--- src/rtl/iomb_pkg.sv ---
`timescale 1ns / 1ps
// ============================================================================
// iomb_pkg
// Types, codes and helpers shared by the order book cells and the top level.
// ============================================================================
package iomb_pkg;

    localparam int IDX_W = 6;

    typedef struct packed {
        logic        side;
        logic [31:0] order_id;
        logic [31:0] limit_price;
        logic [31:0] total_quantity;
        logic [31:0] peak_size;
    } order_t;

    typedef struct packed {
        logic        kind;
        logic [31:0] buy_id;
        logic [31:0] sell_id;
        logic [31:0] trade_price;
        logic [31:0] trade_quantity;
        logic        last;
    } result_t;

    // scan modes
    localparam logic [1:0] MODE_BEST = 2'd0;
    localparam logic [1:0] MODE_EMIT = 2'd1;
    localparam logic [1:0] MODE_FREE = 2'd2;

    // update operations
    localparam logic [1:0] OP_NOP    = 2'd0;
    localparam logic [1:0] OP_CLEAR  = 2'd1;
    localparam logic [1:0] OP_FILL   = 2'd2;
    localparam logic [1:0] OP_INSERT = 2'd3;

    localparam logic KIND_TRADE = 1'b0;
    localparam logic KIND_DROP  = 1'b1;

    // record handed along the chain
    typedef struct packed {
        logic             found;
        logic [IDX_W-1:0] idx;
        logic [31:0]      price;
        logic [31:0]      age;
        logic [31:0]      visible;
        logic [31:0]      remaining;
        logic [31:0]      acc;
        logic [31:0]      ident;
        logic             acc_zero;
    } rec_t;

    // broadcast control from the sequencer
    typedef struct packed {
        logic [1:0]       mode;
        logic [1:0]       op;
        logic [IDX_W-1:0] idx;
        logic             side;
        logic [31:0]      ident;
        logic [31:0]      limit;
        logic [31:0]      amt;
        logic [31:0]      peak;
        logic [IDX_W-1:0] rank;
        logic [31:0]      stamp;
    } ctl_t;

    function automatic logic [31:0] refill_level(input logic [31:0] peak,
                                                 input logic [31:0] rem);
        if (peak == 32'd0 || peak > rem)
            return rem;
        return peak;
    endfunction

endpackage

--- src/rtl/iomb_cell.sv ---
`timescale 1ns / 1ps
// ============================================================================
// iomb_cell
// One book slot: holds a resting order, joins the running scan record and
// applies fill and insert updates addressed to it and the broadcast clear.
// ============================================================================
module iomb_cell #(
    parameter int SLOT = 0
) (
    input  logic          clk,
    input  logic          rst_n,
    input  iomb_pkg::ctl_t ctl,
    input  iomb_pkg::rec_t rin,
    output iomb_pkg::rec_t rout
);
    import iomb_pkg::*;

    logic             valid_reg;
    logic             side_reg;
    logic [31:0]      id_reg;
    logic [31:0]      price_reg;
    logic [31:0]      rem_reg;
    logic [31:0]      vis_reg;
    logic [31:0]      peak_reg;
    logic [31:0]      stamp_reg;
    logic [31:0]      acc_reg;
    logic [IDX_W-1:0] rank_reg;
    rec_t             rout_reg;
    rec_t             rout_next;
    rec_t             own;

    logic [31:0] age;
    logic        elig;
    logic        better;
    logic        hit;
    logic [31:0] new_rem;
    logic [31:0] new_vis;

    assign age     = ctl.stamp - stamp_reg;
    assign hit     = (ctl.idx == IDX_W'(SLOT));
    assign new_rem = rem_reg - ctl.amt;
    assign new_vis = vis_reg - ctl.amt;

    always_comb
    begin
        own.found     = 1'b1;
        own.idx       = IDX_W'(SLOT);
        own.price     = price_reg;
        own.age       = age;
        own.visible   = vis_reg;
        own.remaining = rem_reg;
        own.acc       = acc_reg;
        own.ident     = id_reg;
        own.acc_zero  = (acc_reg == 32'd0);

        elig = valid_reg && (side_reg != ctl.side) &&
               (ctl.side ? (price_reg >= ctl.limit) : (price_reg <= ctl.limit));
        if (!rin.found)
            better = 1'b1;
        else if (price_reg != rin.price)
            better = ctl.side ? (price_reg > rin.price) : (price_reg < rin.price);
        else
            better = (age > rin.age);

        rout_next = rin;
        case (ctl.mode)
            MODE_BEST:
            begin
                if (elig && better)
                    rout_next = own;
            end
            MODE_EMIT:
            begin
                if (!rin.found && acc_reg != 32'd0 && rank_reg == ctl.rank)
                    rout_next = own;
            end
            MODE_FREE:
            begin
                if (!rin.found && !valid_reg)
                    rout_next = own;
            end
            default:
            begin
                rout_next = rin;
            end
        endcase
    end

    always_ff @(posedge clk or negedge rst_n)
    begin
        if (!rst_n)
        begin
            valid_reg <= 1'b0;
            rout_reg  <= '0;
        end
        else
        begin
            rout_reg <= rout_next;
            if (ctl.op == OP_FILL && hit && new_vis == 32'd0 && new_rem == 32'd0)
                valid_reg <= 1'b0;
            else if (ctl.op == OP_INSERT && hit)
                valid_reg <= 1'b1;
        end
    end

    always_ff @(posedge clk)
    begin
        case (ctl.op)
            OP_CLEAR:
            begin
                acc_reg <= 32'd0;
            end
            OP_FILL:
            begin
                if (hit)
                begin
                    if (acc_reg == 32'd0)
                        rank_reg <= ctl.rank;
                    acc_reg <= acc_reg + ctl.amt;
                    rem_reg <= new_rem;
                    if (new_vis == 32'd0 && new_rem != 32'd0)
                    begin
                        vis_reg   <= refill_level(peak_reg, new_rem);
                        stamp_reg <= ctl.stamp;
                    end
                    else
                        vis_reg <= new_vis;
                end
            end
            OP_INSERT:
            begin
                if (hit)
                begin
                    side_reg  <= ctl.side;
                    id_reg    <= ctl.ident;
                    price_reg <= ctl.limit;
                    rem_reg   <= ctl.amt;
                    peak_reg  <= ctl.peak;
                    vis_reg   <= refill_level(ctl.peak, ctl.amt);
                    stamp_reg <= ctl.stamp;
                    acc_reg   <= 32'd0;
                end
            end
            default:
            begin
            end
        endcase
    end

    assign rout = rout_reg;

endmodule

--- config.mk ---
export PLATFORM = sky130hd
export DESIGN_NAME = iomb_cell
export DESIGN_NICKNAME = d
export VERILOG_FILES = /design/src/rtl/iomb_pkg.sv /design/src/rtl/iomb_cell.sv
export SDC_FILE = /design/constraint.sdc
export NUM_CORES = 1
export LEC_CHECK = 0
export BUFFER_PORTS_ARGS = -buffer_cell sky130_fd_sc_hd__clkbuf_2
export CAP_MARGIN = 20
export CORE_ASPECT_RATIO = 2
export CORE_MARGIN = 2
export CORE_UTILIZATION = 35
export DETAILED_ROUTE_END_ITERATION = 8
export HOLD_SLACK_MARGIN = 0.12
export MAX_ROUTING_LAYER = met4
export SETUP_SLACK_MARGIN = 0.02
export SLEW_MARGIN = 20
export SYNTH_ARGS = -nofsm -noshare
export SYNTH_HDL_FRONTEND = slang
export SYNTH_SLANG_ARGS = --single-unit
export TNS_END_PERCENT = 30
--- constraint.sdc ---
create_clock -name clk -period 6.79 [get_ports clk]
set_input_delay 0.679 -clock clk [delete_from_list [all_inputs] [get_ports clk]]
set_output_delay 0.679 -clock clk [all_outputs]
set_load 0.01 [all_outputs]
==> metrics.md, run 1 <==
| Metric | Value |
|---|---|
| Mean post-synth cell area | 10.41 sq um |
| DRT Wirelength | 104.1 mm |
| Top cell type's share of synthesized area | 25.28% |
| Die Y | 400 um |
| Detail Route Antenna Nets | 0 |
| Number of synthesized flops with an enable pin | 231 |
| Mean routed wirelength per cell | 24.05 um |
| I/O Buffers | 578 |
| Most frequent CP cell | o21ai_0 |
| Crit-path max FO | 31 |
| Root Driver | clkbuf_16 |
| Minimum clock period | 6.112 ns |
| Layout Skew | 0.05319 ns |
| Final non-filler cell area | 33570 sq um |
| Sequential fraction of the synthesis area | 43.61% |
| Crit Path Category | register to register |
| Synthesized area | 27440 sq um |
| First-pass GRT wire length | 151.7 mm |
| Fillcell total | 7762 |
| NetSw | 2.165 mW |
| Reg power frac | 41.4% |
| RSZ-0062 raised after global routing | false |
| CORE AREA | 77830 sq um |
| Routability congestion estimate | 1.014 |
| Worst Setup Start Kind | register |
| GRT Total Usage | 26.22% |
| Placed inst area | 31990 sq um |
| Clock Latency Late Sink | 0.64 ns |
| Sw Share | 30.51% |
| H-tree levels | 2 |
| GR Overflow Total | 0 |
| DR vias/cell | 5.394 |
| Clk pwr share | 36.8% |
| Synth Flop Type | edfxtp_1 |
| Top Ports | 579 |
| Crit path arrival time | 6.62 ns |
| Hold_ws | 0.2379 ns |
| Post-Syn Nets | 3304 |
| Ys async rst share | 46.53% |
| Starting Density | 35.26% |
| HP Class | primary input to register |
| Hold Vio Cnt, Final | 0 |
| Final Util | 43.13% |
| CP max stage cell | fa_1 |
| Die X | 202 um |
| Max incr delay on CP | 0.44 ns |
| Area of the multi-input gates | 14420 sq um |
| Longest Clk Path Bufs | 3 |
| Layout cells sized above 1 | 28.51% |
| Initial DRC Count | 935 |
| Die area | 80800 sq um |
| Vias in the first global route | 24790 |
| Final setup viols | 0 |
| Synth cell types | 89 |
| Cells after Synth | 2637 |
| Worst Path Required | 7.30 ns |
| Max reg flops | 200 |
| Leakage | 15.41 nW |
| Min setup slack post-route | 0.6782 ns |
| CTS buffer count | 46 |
| Flops & latches, synth | 432 |
| Internal | 4.929 mW |
| Storage element area | 11970 sq um |
| Initial antenna violation count | 13 |
| CTS sink cnt | 432 |
| Layout area overhead | 22.34% |
| DR DRC count | 0 |
| DR pass1 iterations | 5 |
| Max-slew violation count | 0 |
| Combinational share of power | 21.8% |
| Worst slew margin | 35.84% |
| Vias | 23340 |
| Synth top area cells | edfxtp_1 (25%), dfrtp_1 (18%), ha_1 (13%), mux2_2 (5.7%), a21oi_1 (4.0%) |
| Nets | 3915 |
| Slew @ Worst Pin | 0.9500 ns |
| VDD IR max | 0.2024 mV |
| Cell taking the most area after synthesis | edfxtp_1 |
| Floorplan row count | 145 |
| Placement Setup Slack | -0.1551 ns |
| Largest net degree at the start of global routing | 133 |
| FMAX | 163.6 MHz |
| DP Wirelength | 84.54 mm |
| Tcrit/Tclk final | 90.01% |
| Reg clk slew, reported paths | 0.07 ns |
| Yosys warns | 0 |
| CTS tree | built |
| Status | complete, no violations |
| Sum of negative setup slack | 0 ns |
| CP Capture Type | register |
| MaxCap Viol Count | 0 |
| PD cells | 211.3 nW/um^2 |
[metrics by stage]
stage               cells  power, mW
floorplan            2637      3.846
global placement     4227      4.512
detailed placement   4227      4.523
CTS                  4314      7.165
global route         4327      7.388
finish               4327      7.094
[layout make-up]
| class | instances | share of cell area, % |
|---|---|---|
| Sequential cell | 432 | 35.64 |
| Clock buffer | 66 | 4.051 |
| Antenna cell | 12 | 0.08945 |
| Tap cell | 1029 | 3.835 |
| Timing Repair Buffer | 654 | 10.75 |
| Multi-Input combinational cell | 1913 | 42.95 |
| Inverter | 201 | 2.255 |
| Clock inverter | 20 | 0.4323 |
[repair_timing]
action / in CTS / in global routing
setup endpoints to repair: 0 / 180
resized for setup: 0 / 3
endpoints found under the hold margin: 69 / 0
hold buffers: 1 / 0
buffers inserted: 0 / 0
[power by group through the flow]
stage                     combinational [mW]  clock [mW]  sequential, mW
after floorplan                        0.822           0            3.02
after detailed placement                1.53           0            2.99
after CTS                               1.54        2.69            2.94
final                                   1.55        2.61            2.94
after global routing                    1.69        2.76            2.95
after global placement                  1.52           0            2.99
[routing by layer]
| layer | vias to the layer above | wire length, um | global-route usage (%) | part of all wire (%) |
|---|---|---|---|---|
| li1 | 10980 | - | - | - |
| met3 | 346 | 5333 | 4.209 | 5.1 |
| met1 | 11120 | 33840 | 23.53 | 33 |
| met5 | - | 0 | - | 0 |
| met4 | 0 | 10730 | 23.66 | 10 |
| met2 | 893 | 54180 | 47.23 | 52 |
[Yosys cell counts (13+ instances only)]
| master | instances |
|---|---|
| a211oi_1 | 22 |
| nand4_1 | 58 |
| nor2b_1 | 27 |
| nand2b_1 | 19 |
| edfxtp_1 | 231 |
| clkbuf_1 | 76 |
| o41ai_2 | 30 |
| o21a_1 | 19 |
| xnor2_1 | 74 |
| nor3_1 | 33 |
| o21bai_1 | 14 |
| mux2_2 | 139 |
| nand2_1 | 177 |
| o211ai_1 | 23 |
| nand3_1 | 41 |
| dfrtp_1 | 201 |
| ha_1 | 284 |
| o21ai_0 | 163 |
| a21oi_1 | 218 |
| a31oi_1 | 13 |
| nor2_1 | 182 |
| xor2_1 | 37 |
| nor4_1 | 35 |
| inv_1 | 201 |
| mux2i_1 | 27 |
| a21o_1 | 96 |
[worst paths after layout]
path,from,to,slack [ns],cells after the start
max reg2reg,stamp_reg[0],rout[170],0.68,26
min reg2reg,id_reg[25],rout[26],0.47,1
max,stamp_reg[0],rout[170],0.68,26
max in group asynchronous,rst_n,rout[162],4.92,3
min in group asynchronous,rst_n,rout[81],0.56,2
min,ctl[165],id_reg[31],0.24,1
[critical path: cells and delay by family (launching register included)]
family	cells	cell delay (ns)
AO/OA/AOI/OAI	12	2.76
XOR/XNOR	1	0.11
adder cells (fa/ha/maj)	3	0.91
buffers and inverters	4	0.59
flip-flops	1	0.33
AND/OR/NAND/NOR	6	1.30
[cells by family (layout without fill, tap and decap cells)]
kind of cell,Yosys count,count (layout),share of synthesized area [%]
AND/OR/NAND/NOR,650,650,11.61
AO/OA/AOI/OAI,698,698,17.13
flip-flops,432,432,43.61
adder cells (fa/ha/maj),288,288,13.24
XOR/XNOR,111,111,3.543
buffers and inverters,292,941,4.181
other,0,12,0
multiplexers,166,166,6.689
[cell usage in the layout (no fill, tap or decap), types with 34 or more instances in the layout]
cell,netlist,routed
a21oi_1,218,216
ha_1,284,284
nor4_1,35,34
xnor2_1,74,74
mux2_2,139,139
edfxtp_1,231,231
dfrtp_1,201,201
nand4_1,58,58
clkbuf_16,0,49
clkbuf_2,0,577
xor2_1,37,37
nand3_1,41,41
buf_4,0,65
nand2_1,177,176
a21o_1,96,96
inv_1,201,200
nor2_1,182,182
o21ai_0,163,162
(Power assumes the default switching activity.)
==> run 2, diff against run 1 <==
--- a/config.mk
+++ b/config.mk
@@ -9,10 +9,11 @@
 export CAP_MARGIN = 20
 export CORE_ASPECT_RATIO = 2
 export CORE_MARGIN = 2
-export CORE_UTILIZATION = 35
+export CORE_UTILIZATION = 45
 export DETAILED_ROUTE_END_ITERATION = 8
 export HOLD_SLACK_MARGIN = 0.12
 export MAX_ROUTING_LAYER = met4
+export PLACE_DENSITY = 0.7
 export SETUP_SLACK_MARGIN = 0.02
 export SLEW_MARGIN = 20
 export SYNTH_ARGS = -nofsm -noshare
==> metrics.md, run 2 (same netlist as run 1, synthesis figures left out) <==
| Metric | Value |
|---|---|
| CP Capture Type | register |
| Layout area overhead | 20.28% |
| Worst Setup Start Kind | register |
| Vias in the first global route | 23420 (-5.5%) |
| Combinational share of power | 21.0% (-0.8 points) |
| Final setup viols | 0 (unchanged) |
| NetSw | 2.004 mW (-7.4%) |
| Tcrit/Tclk final | 90.23% (+0.22 points) |
| DR vias/cell | 5.808 (+7.7%) |
| Detail Route Antenna Nets | 0 (unchanged) |
| Met1 wire length | 37.15 mm (+9.8%) |
| Cts hold-fix bufs | 0 (-1) |
| H-tree levels | 2 (unchanged) |
| DP Wirelength | 72.90 mm (-14%) |
| Max reg flops | 200 (unchanged) |
| R2R Setup Slk | 0.66 ns (about the same) |
| CTS buffer count | 42 (-8.7%) |
| Highest metal used | met4 |
| RSZ-0062 raised after global routing | false |
| Clock Latency Late Sink | 0.58 ns (-0.06 ns) |
| Reg power frac | 42.5% (+1.1 points) |
| Clk pwr share | 36.5% (-0.3 points) |
| Status | complete, no violations |
| Initial DRC Count | 1979 (+110%) |
| GRT Total Usage | 29.18% (+3.0 points) |
| MaxCap Viol Count | 0 (unchanged) |
| VDD IR max | 0.2236 mV (+10%) |
| Routability congestion estimate | 0.9927 (-2.1%) |
| Internal | 4.927 mW (about the same) |
| Crit-path max FO | 28 (-9.7%) |
| GR Overflow Total | 0 (unchanged) |
| Vias | 23500 (+0.68%) |
| Layout cells sized above 1 | 27.83% (-0.68 points) |
| PD cells | 210.0 nW/um^2 (-0.62%) |
| Die area | 63090 sq um (-22%) |
| CTS sink cnt | 432 (unchanged) |
| Sw Share | 28.91% (-1.6 points) |
| DR pass1 iterations | 7 (+2) |
| First-pass GRT wire length | 136.1 mm (-10%) |
| Initial antenna violation count | 11 (-2) |
| Longest Clk Path Bufs | 3 (unchanged) |
| WL met3 | 7.600 mm (+43%) |
| Worst slew margin | 29.05% (-6.8 points) |
| Sum of negative setup slack | 0 ns (unchanged) |
| Die X | 178.6 um (-12%) |
| FMAX | 163.2 MHz (-0.24%) |
| Top Ports | 579 (unchanged) |
| Max-slew violation count | 0 (unchanged) |
| Slew @ Worst Pin | 1.051 ns (+0.1005 ns) |
| Area of the multi-input gates | 14410 sq um (about the same) |
| Post-CTS setup buffer count | 0 (unchanged) |
| Hold Vio Cnt, Final | 0 (unchanged) |
| Met2 WL | 42.55 mm (-21%) |
| Largest net degree at the start of global routing | 108 (-19%) |
| Leakage | 15.27 nW (-0.91%) |
| Layout Skew | 0.02041 ns (-0.03279 ns) |
| Fillcell total | 5465 (-30%) |
| Mean routed wirelength per cell | 22.51 um (-6.4%) |
| Storage element area | 11970 sq um (unchanged) |
| Crit path arrival time | 6.58 ns (-0.04 ns) |
| Floorplan row count | 128 (-12%) |
| Crit Path Category | register to register |
| Nets | 3889 (-0.66%) |
| CTS tree | built |
| Post-CTS Resized | 0 (unchanged) |
| Most frequent cells in the layout | clkbuf_2 (577), ha_1 (284), edfxtp_1 (231) |
| Commonest non-fill, non-tap cell in the layout | clkbuf_2 |
| CORE AREA | 60540 sq um (-22%) |
| Reg clk slew, reported paths | 0.07 ns (about the same) |
| HP Class | primary input to asynchronous set/reset pin |
| I/O Buffers | 578 (unchanged) |
| DR DRC count | 0 (unchanged) |
| Starting Density | 45.33% (+10 points) |
| Minimum clock period | 6.126 ns (+0.01463 ns) |
| DRT Wirelength | 91.08 mm (-12%) |
| Worst Path Required | 7.24 ns (-0.06 ns) |
| Root Driver | clkbuf_16 |
| Final Util | 54.52% (+11 points) |
| Die Y | 353.2 um (-12%) |
-- run 2: cell types whose count changed in the layout (fill, tap and decap cells not counted), moves of 2 or more --
| cell | change |
|---|---|
| clkbuf_16 | -4 |
| clkinv_4 | -2 |
| buf_4 | -19 |
| clkbuf_8 | -2 |
| clkbuf_1 | -2 |
| clkinv_2 | -3 |
| bufinv_16 | +4 |
| inv_6 | -2 |
-- run 2: cell type report --
class                      count  share of cell area, %
timing repair buffer         632                  10.33
inverter                     201                  2.293
clock buffer                  58                  3.711
antenna                       11                0.08340
tap                          780                  2.957
multi-input combinational   1913                  43.67
sequential                   432                  36.25
clock inverter                19                 0.7089
-- run 2: path summary, 6_finish.rpt --
kind,from,end,cells after the start
setup / recovery,stamp_reg[0],rout[84],25
hold / removal,rst_n,rout[117],1
setup reg to reg,stamp_reg[0],rout[84],25
hold reg to reg,id_reg[14],rout[15],1
max in group asynchronous,rst_n,rout[0],2
min in group clk,ctl[141],id_reg[7],1
-- run 2: worst max-delay path, stage by stage (launching register included) --
cell	delay, ns
edfxtp_1	0.33
ha_1	0.15
inv_1	0.05
fa_1	0.42
a211oi_1	0.36
o211ai_1	0.17
a311o_1	0.37
a211oi_1	0.36
nor4_1	0.10
or2_2	0.32
nand2b_1	0.14
a21o_1	0.22
a41oi_1	0.24
xnor2_1	0.12
ha_1	0.29
nand4_1	0.13
nor4_1	0.35
nand4_1	0.15
and4_1	0.22
o21ai_0	0.12
o211ai_1	0.16
a31oi_1	0.40
a21boi_4	0.16
buf_12	0.19
buf_12	0.17
mux2_2	0.29
-- run 2: layer usage --
metal | vias up | global-route usage [%]
li1 | 10910 | -
met1 | 11270 | 36.69
met2 | 1137 | 46.78
met3 | 183 | 5.114
met4 | 0 | 10.91
met5 | - | -
-- run 2: power by group through the flow --
| stage | Combinational, mW | Sequential (mW) | Clock (mW) |
|---|---|---|---|
| detailed placement | 1.44 | 3.00 | 0 |
| CTS | 1.45 | 2.95 | 2.58 |
| global route | 1.60 | 2.96 | 2.65 |
| global placement | 1.41 | 3.00 | 0 |
| floorplan | 0.822 | 3.02 | 0 |
| finish | 1.45 | 2.95 | 2.53 |
-- run 2: through the flow --
step	hold WS [ns]	instances	instance area [sq um]	total power [mW]	setup WS [ns]
finish	0.1132	4046	33010	6.932	0.6636
global route	0.2070	4046	33010	7.206	0.1540
floorplan	0.3834	2637	27470	3.846	0.6761
global placement	0.4565	3958	31510	4.411	0.1917
CTS	0.1889	4035	32980	6.978	0.6363
detailed placement	0.4665	3958	31520	4.438	0.1782
==> run 3, diff against run 2 <==
--- a/config.mk
+++ b/config.mk
@@ -13,7 +13,7 @@
 export DETAILED_ROUTE_END_ITERATION = 8
 export HOLD_SLACK_MARGIN = 0.12
 export MAX_ROUTING_LAYER = met4
-export PLACE_DENSITY = 0.7
+export PLACE_DENSITY = 0.68
 export SETUP_SLACK_MARGIN = 0.02
 export SLEW_MARGIN = 20
 export SYNTH_ARGS = -nofsm -noshare
==> constraint.sdc (replaced) <==
create_clock -name clk -period 7.49 [get_ports clk]
set_input_delay 0.749 -clock clk [delete_from_list [all_inputs] [get_ports clk]]
set_output_delay 0.749 -clock clk [all_outputs]
set_load 0.01 [all_outputs]
==> metrics.md, run 3 (same netlist as run 1, synthesis figures left out) <==
| Metric | Value |
|---|---|
| Status | complete, no violations |
| CTS tree | built |
| Placement Setup Slack | 0.6385 ns (+0.4603 ns) |
| GRT Total Usage | 28.98% (-0.20 points) |
| Minimum clock period | 6.427 ns |
| CTS buffer count | 43 (+2.4%) |
| Final setup viols | 0 (unchanged) |
| Nets | 3861 (-0.72%) |
| HP Class | primary input to asynchronous set/reset pin |
| Tcrit/Tclk final | 85.80% |
| Worst Setup SP | ctl[0] |
| Die Y | 353.2 um (unchanged) |
| Die area | 63090 sq um (unchanged) |
| Path depth of the worst reg2reg path | 25 (unchanged) |
| CP endpoint | rout[85] |
| Die X | 178.6 um (unchanged) |
| Longest Clk Path Bufs | 3 (unchanged) |
| Vias | 23240 (-1.1%) |
| Most frequent CP cell | o21ai_0 |
| Routability congestion estimate | 0.9660 (-2.7%) |
| Slew @ Worst Pin | 1.076 ns (+0.02535 ns) |
| DRT Wirelength | 90.55 mm (-0.58%) |
| DP Wirelength | 71.97 mm (-1.3%) |
| Sum of negative setup slack | 0 ns (unchanged) |
| GR Overflow Total | 0 (unchanged) |
| DR DRC count | 0 (unchanged) |
| RSZ-0062 raised after global routing | false |
| CP Capture Type | register |
| Crit path arrival time | 6.88 ns (+0.30 ns) |
| Max incr delay on CP | 0.46 ns (+0.04 ns) |
| Post-CTS Resized | 0 (unchanged) |
| DR vias/cell | 5.775 (-0.57%) |
| CTS sink cnt | 432 (unchanged) |
| Post-CTS setup buffer count | 0 (unchanged) |
| Area of the multi-input gates | 14410 sq um (about the same) |
| Hold Vio Cnt, Final | 0 (unchanged) |
| Layout Skew | 0.01632 ns (-0.004084 ns) |
| Leakage | 15.15 nW (-0.83%) |
| Worst Path Required | 7.94 ns (+0.70 ns) |
| Storage element area | 11970 sq um (unchanged) |
| Fillcell total | 5415 (-0.91%) |
| Cts hold-fix bufs | 0 (unchanged) |
| Largest net degree at the start of global routing | 88 (-19%) |
| Commonest non-fill, non-tap cell in the layout | clkbuf_2 |
| DR pass1 iterations | 5 (-2) |
| Reg clk slew, reported paths | 0.08 ns (about the same) |
| H-tree levels | 2 (unchanged) |
| Root Driver | clkbuf_16 |
| Vias in the first global route | 22890 (-2.2%) |
| Initial DRC Count | 1715 (-13%) |
| Reg2reg start | stamp_reg[0] |
| FMAX | 155.6 MHz |
| Initial antenna violation count | 17 (+6) |
| First-pass GRT wire length | 134.6 mm (-1.1%) |
| Max reg flops | 200 (unchanged) |
| Mean routed wirelength per cell | 22.50 um (about the same) |
| Layout cells sized above 1 | 27.35% (-0.48 points) |
| Clock Latency Late Sink | 0.58 ns (about the same) |
| Top delay family on crit path | compound AO/OA/AOI/OAI gates |
| Max-slew violation count | 0 (unchanged) |
| PD cells | 194.0 nW/um^2 (-7.6%) |
| Min setup slack post-route | 1.063 ns (+0.3998 ns) |
| Buf/Inv on CP | 5 (+2) |
| Starting Density | 45.33% (unchanged) |
| Final non-filler cell area | 32820 sq um (-0.56%) |
| Final Util | 54.22% (-0.30 points) |
| Layout area overhead | 19.61% |
| Placed inst area | 31250 sq um (-0.87%) |
| Top Ports | 579 (unchanged) |
| I/O Buffers | 578 (unchanged) |
| Worst Setup Start Kind | primary input |
| Worst slew margin | 28.12% (-0.93 points) |
| Crit-path max FO | 59 (+110%) |
| R2R Setup Slk | 1.07 ns (+0.41 ns) |
| VDD IR max | 0.2087 mV (-6.7%) |
| Detail Route Antenna Nets | 0 (unchanged) |
| CP max stage cell | fa_1 |
| Most frequent cells in the layout | clkbuf_2 (577), ha_1 (284), edfxtp_1 (231) |
| MaxCap Viol Count | 0 (unchanged) |
| Overall Power | 6.368 mW (-8.1%) |
| CORE AREA | 60540 sq um (unchanged) |
| Floorplan row count | 128 (unchanged) |
| WP depth | 27 (+8.0%) |
| Crit Path Category | primary input to register |
| Reg-to-Reg End | rout[85] |
## run 3: metrics by stage
step           cells  hold WS (ns)
2_1_floorplan   2637        0.4534
3_3_place_gp    3929        0.4545
3_5_place_dp    3929        0.4687
4_1_cts         4008        0.1800
5_1_grt         4024        0.2317
6_report        4024        0.1724
## run 3: worst min-delay path by stage
stage / from / endpoint / slack (ns) / cells after the start
2_1_floorplan: rst_n / rout[0] / 0.45 / 0
3_3_place_gp: id_reg[20] / rout[21] / 0.45 / 1
3_5_place_dp: id_reg[12] / rout[13] / 0.47 / 1
4_1_cts: rst_n / rout[128] / 0.18 / 1
5_1_grt: rst_n / rout[128] / 0.23 / 1
6_report: rst_n / rout[128] / 0.17 / 1
## run 3: area by class of cell
type | instances | share of cell area, %
diodes | 16 | 0.1220
clock buffers | 55 | 3.732
clock inverters | 24 | 0.9492
inverters | 201 | 2.306
multi-input cells | 1913 | 43.89
flip-flops and latches | 432 | 36.46
well taps | 780 | 2.973
repair buffers | 603 | 9.568
## run 3: power by group
| group | internal, mW | leakage [nW] | switching (mW) |
|---|---|---|---|
| logic | 0.529 | 9.92 | 0.757 |
| clock network | 1.38 | 0.755 | 1.03 |
| registers | 2.62 | 4.47 | 0.0533 |
| total | 4.53 | 15.1 | 1.84 |
## run 3: layer usage
| metal | up-vias | global-route usage, % | share of wire (%) |
|---|---|---|---|
| li1 | 10900 | - | - |
| met1 | 11090 | 36.67 | 41 |
| met2 | 1096 | 45.92 | 47 |
| met3 | 154 | 5.803 | 8.6 |
| met4 | 0 | 10.33 | 3.8 |
| met5 | - | - | 0 |
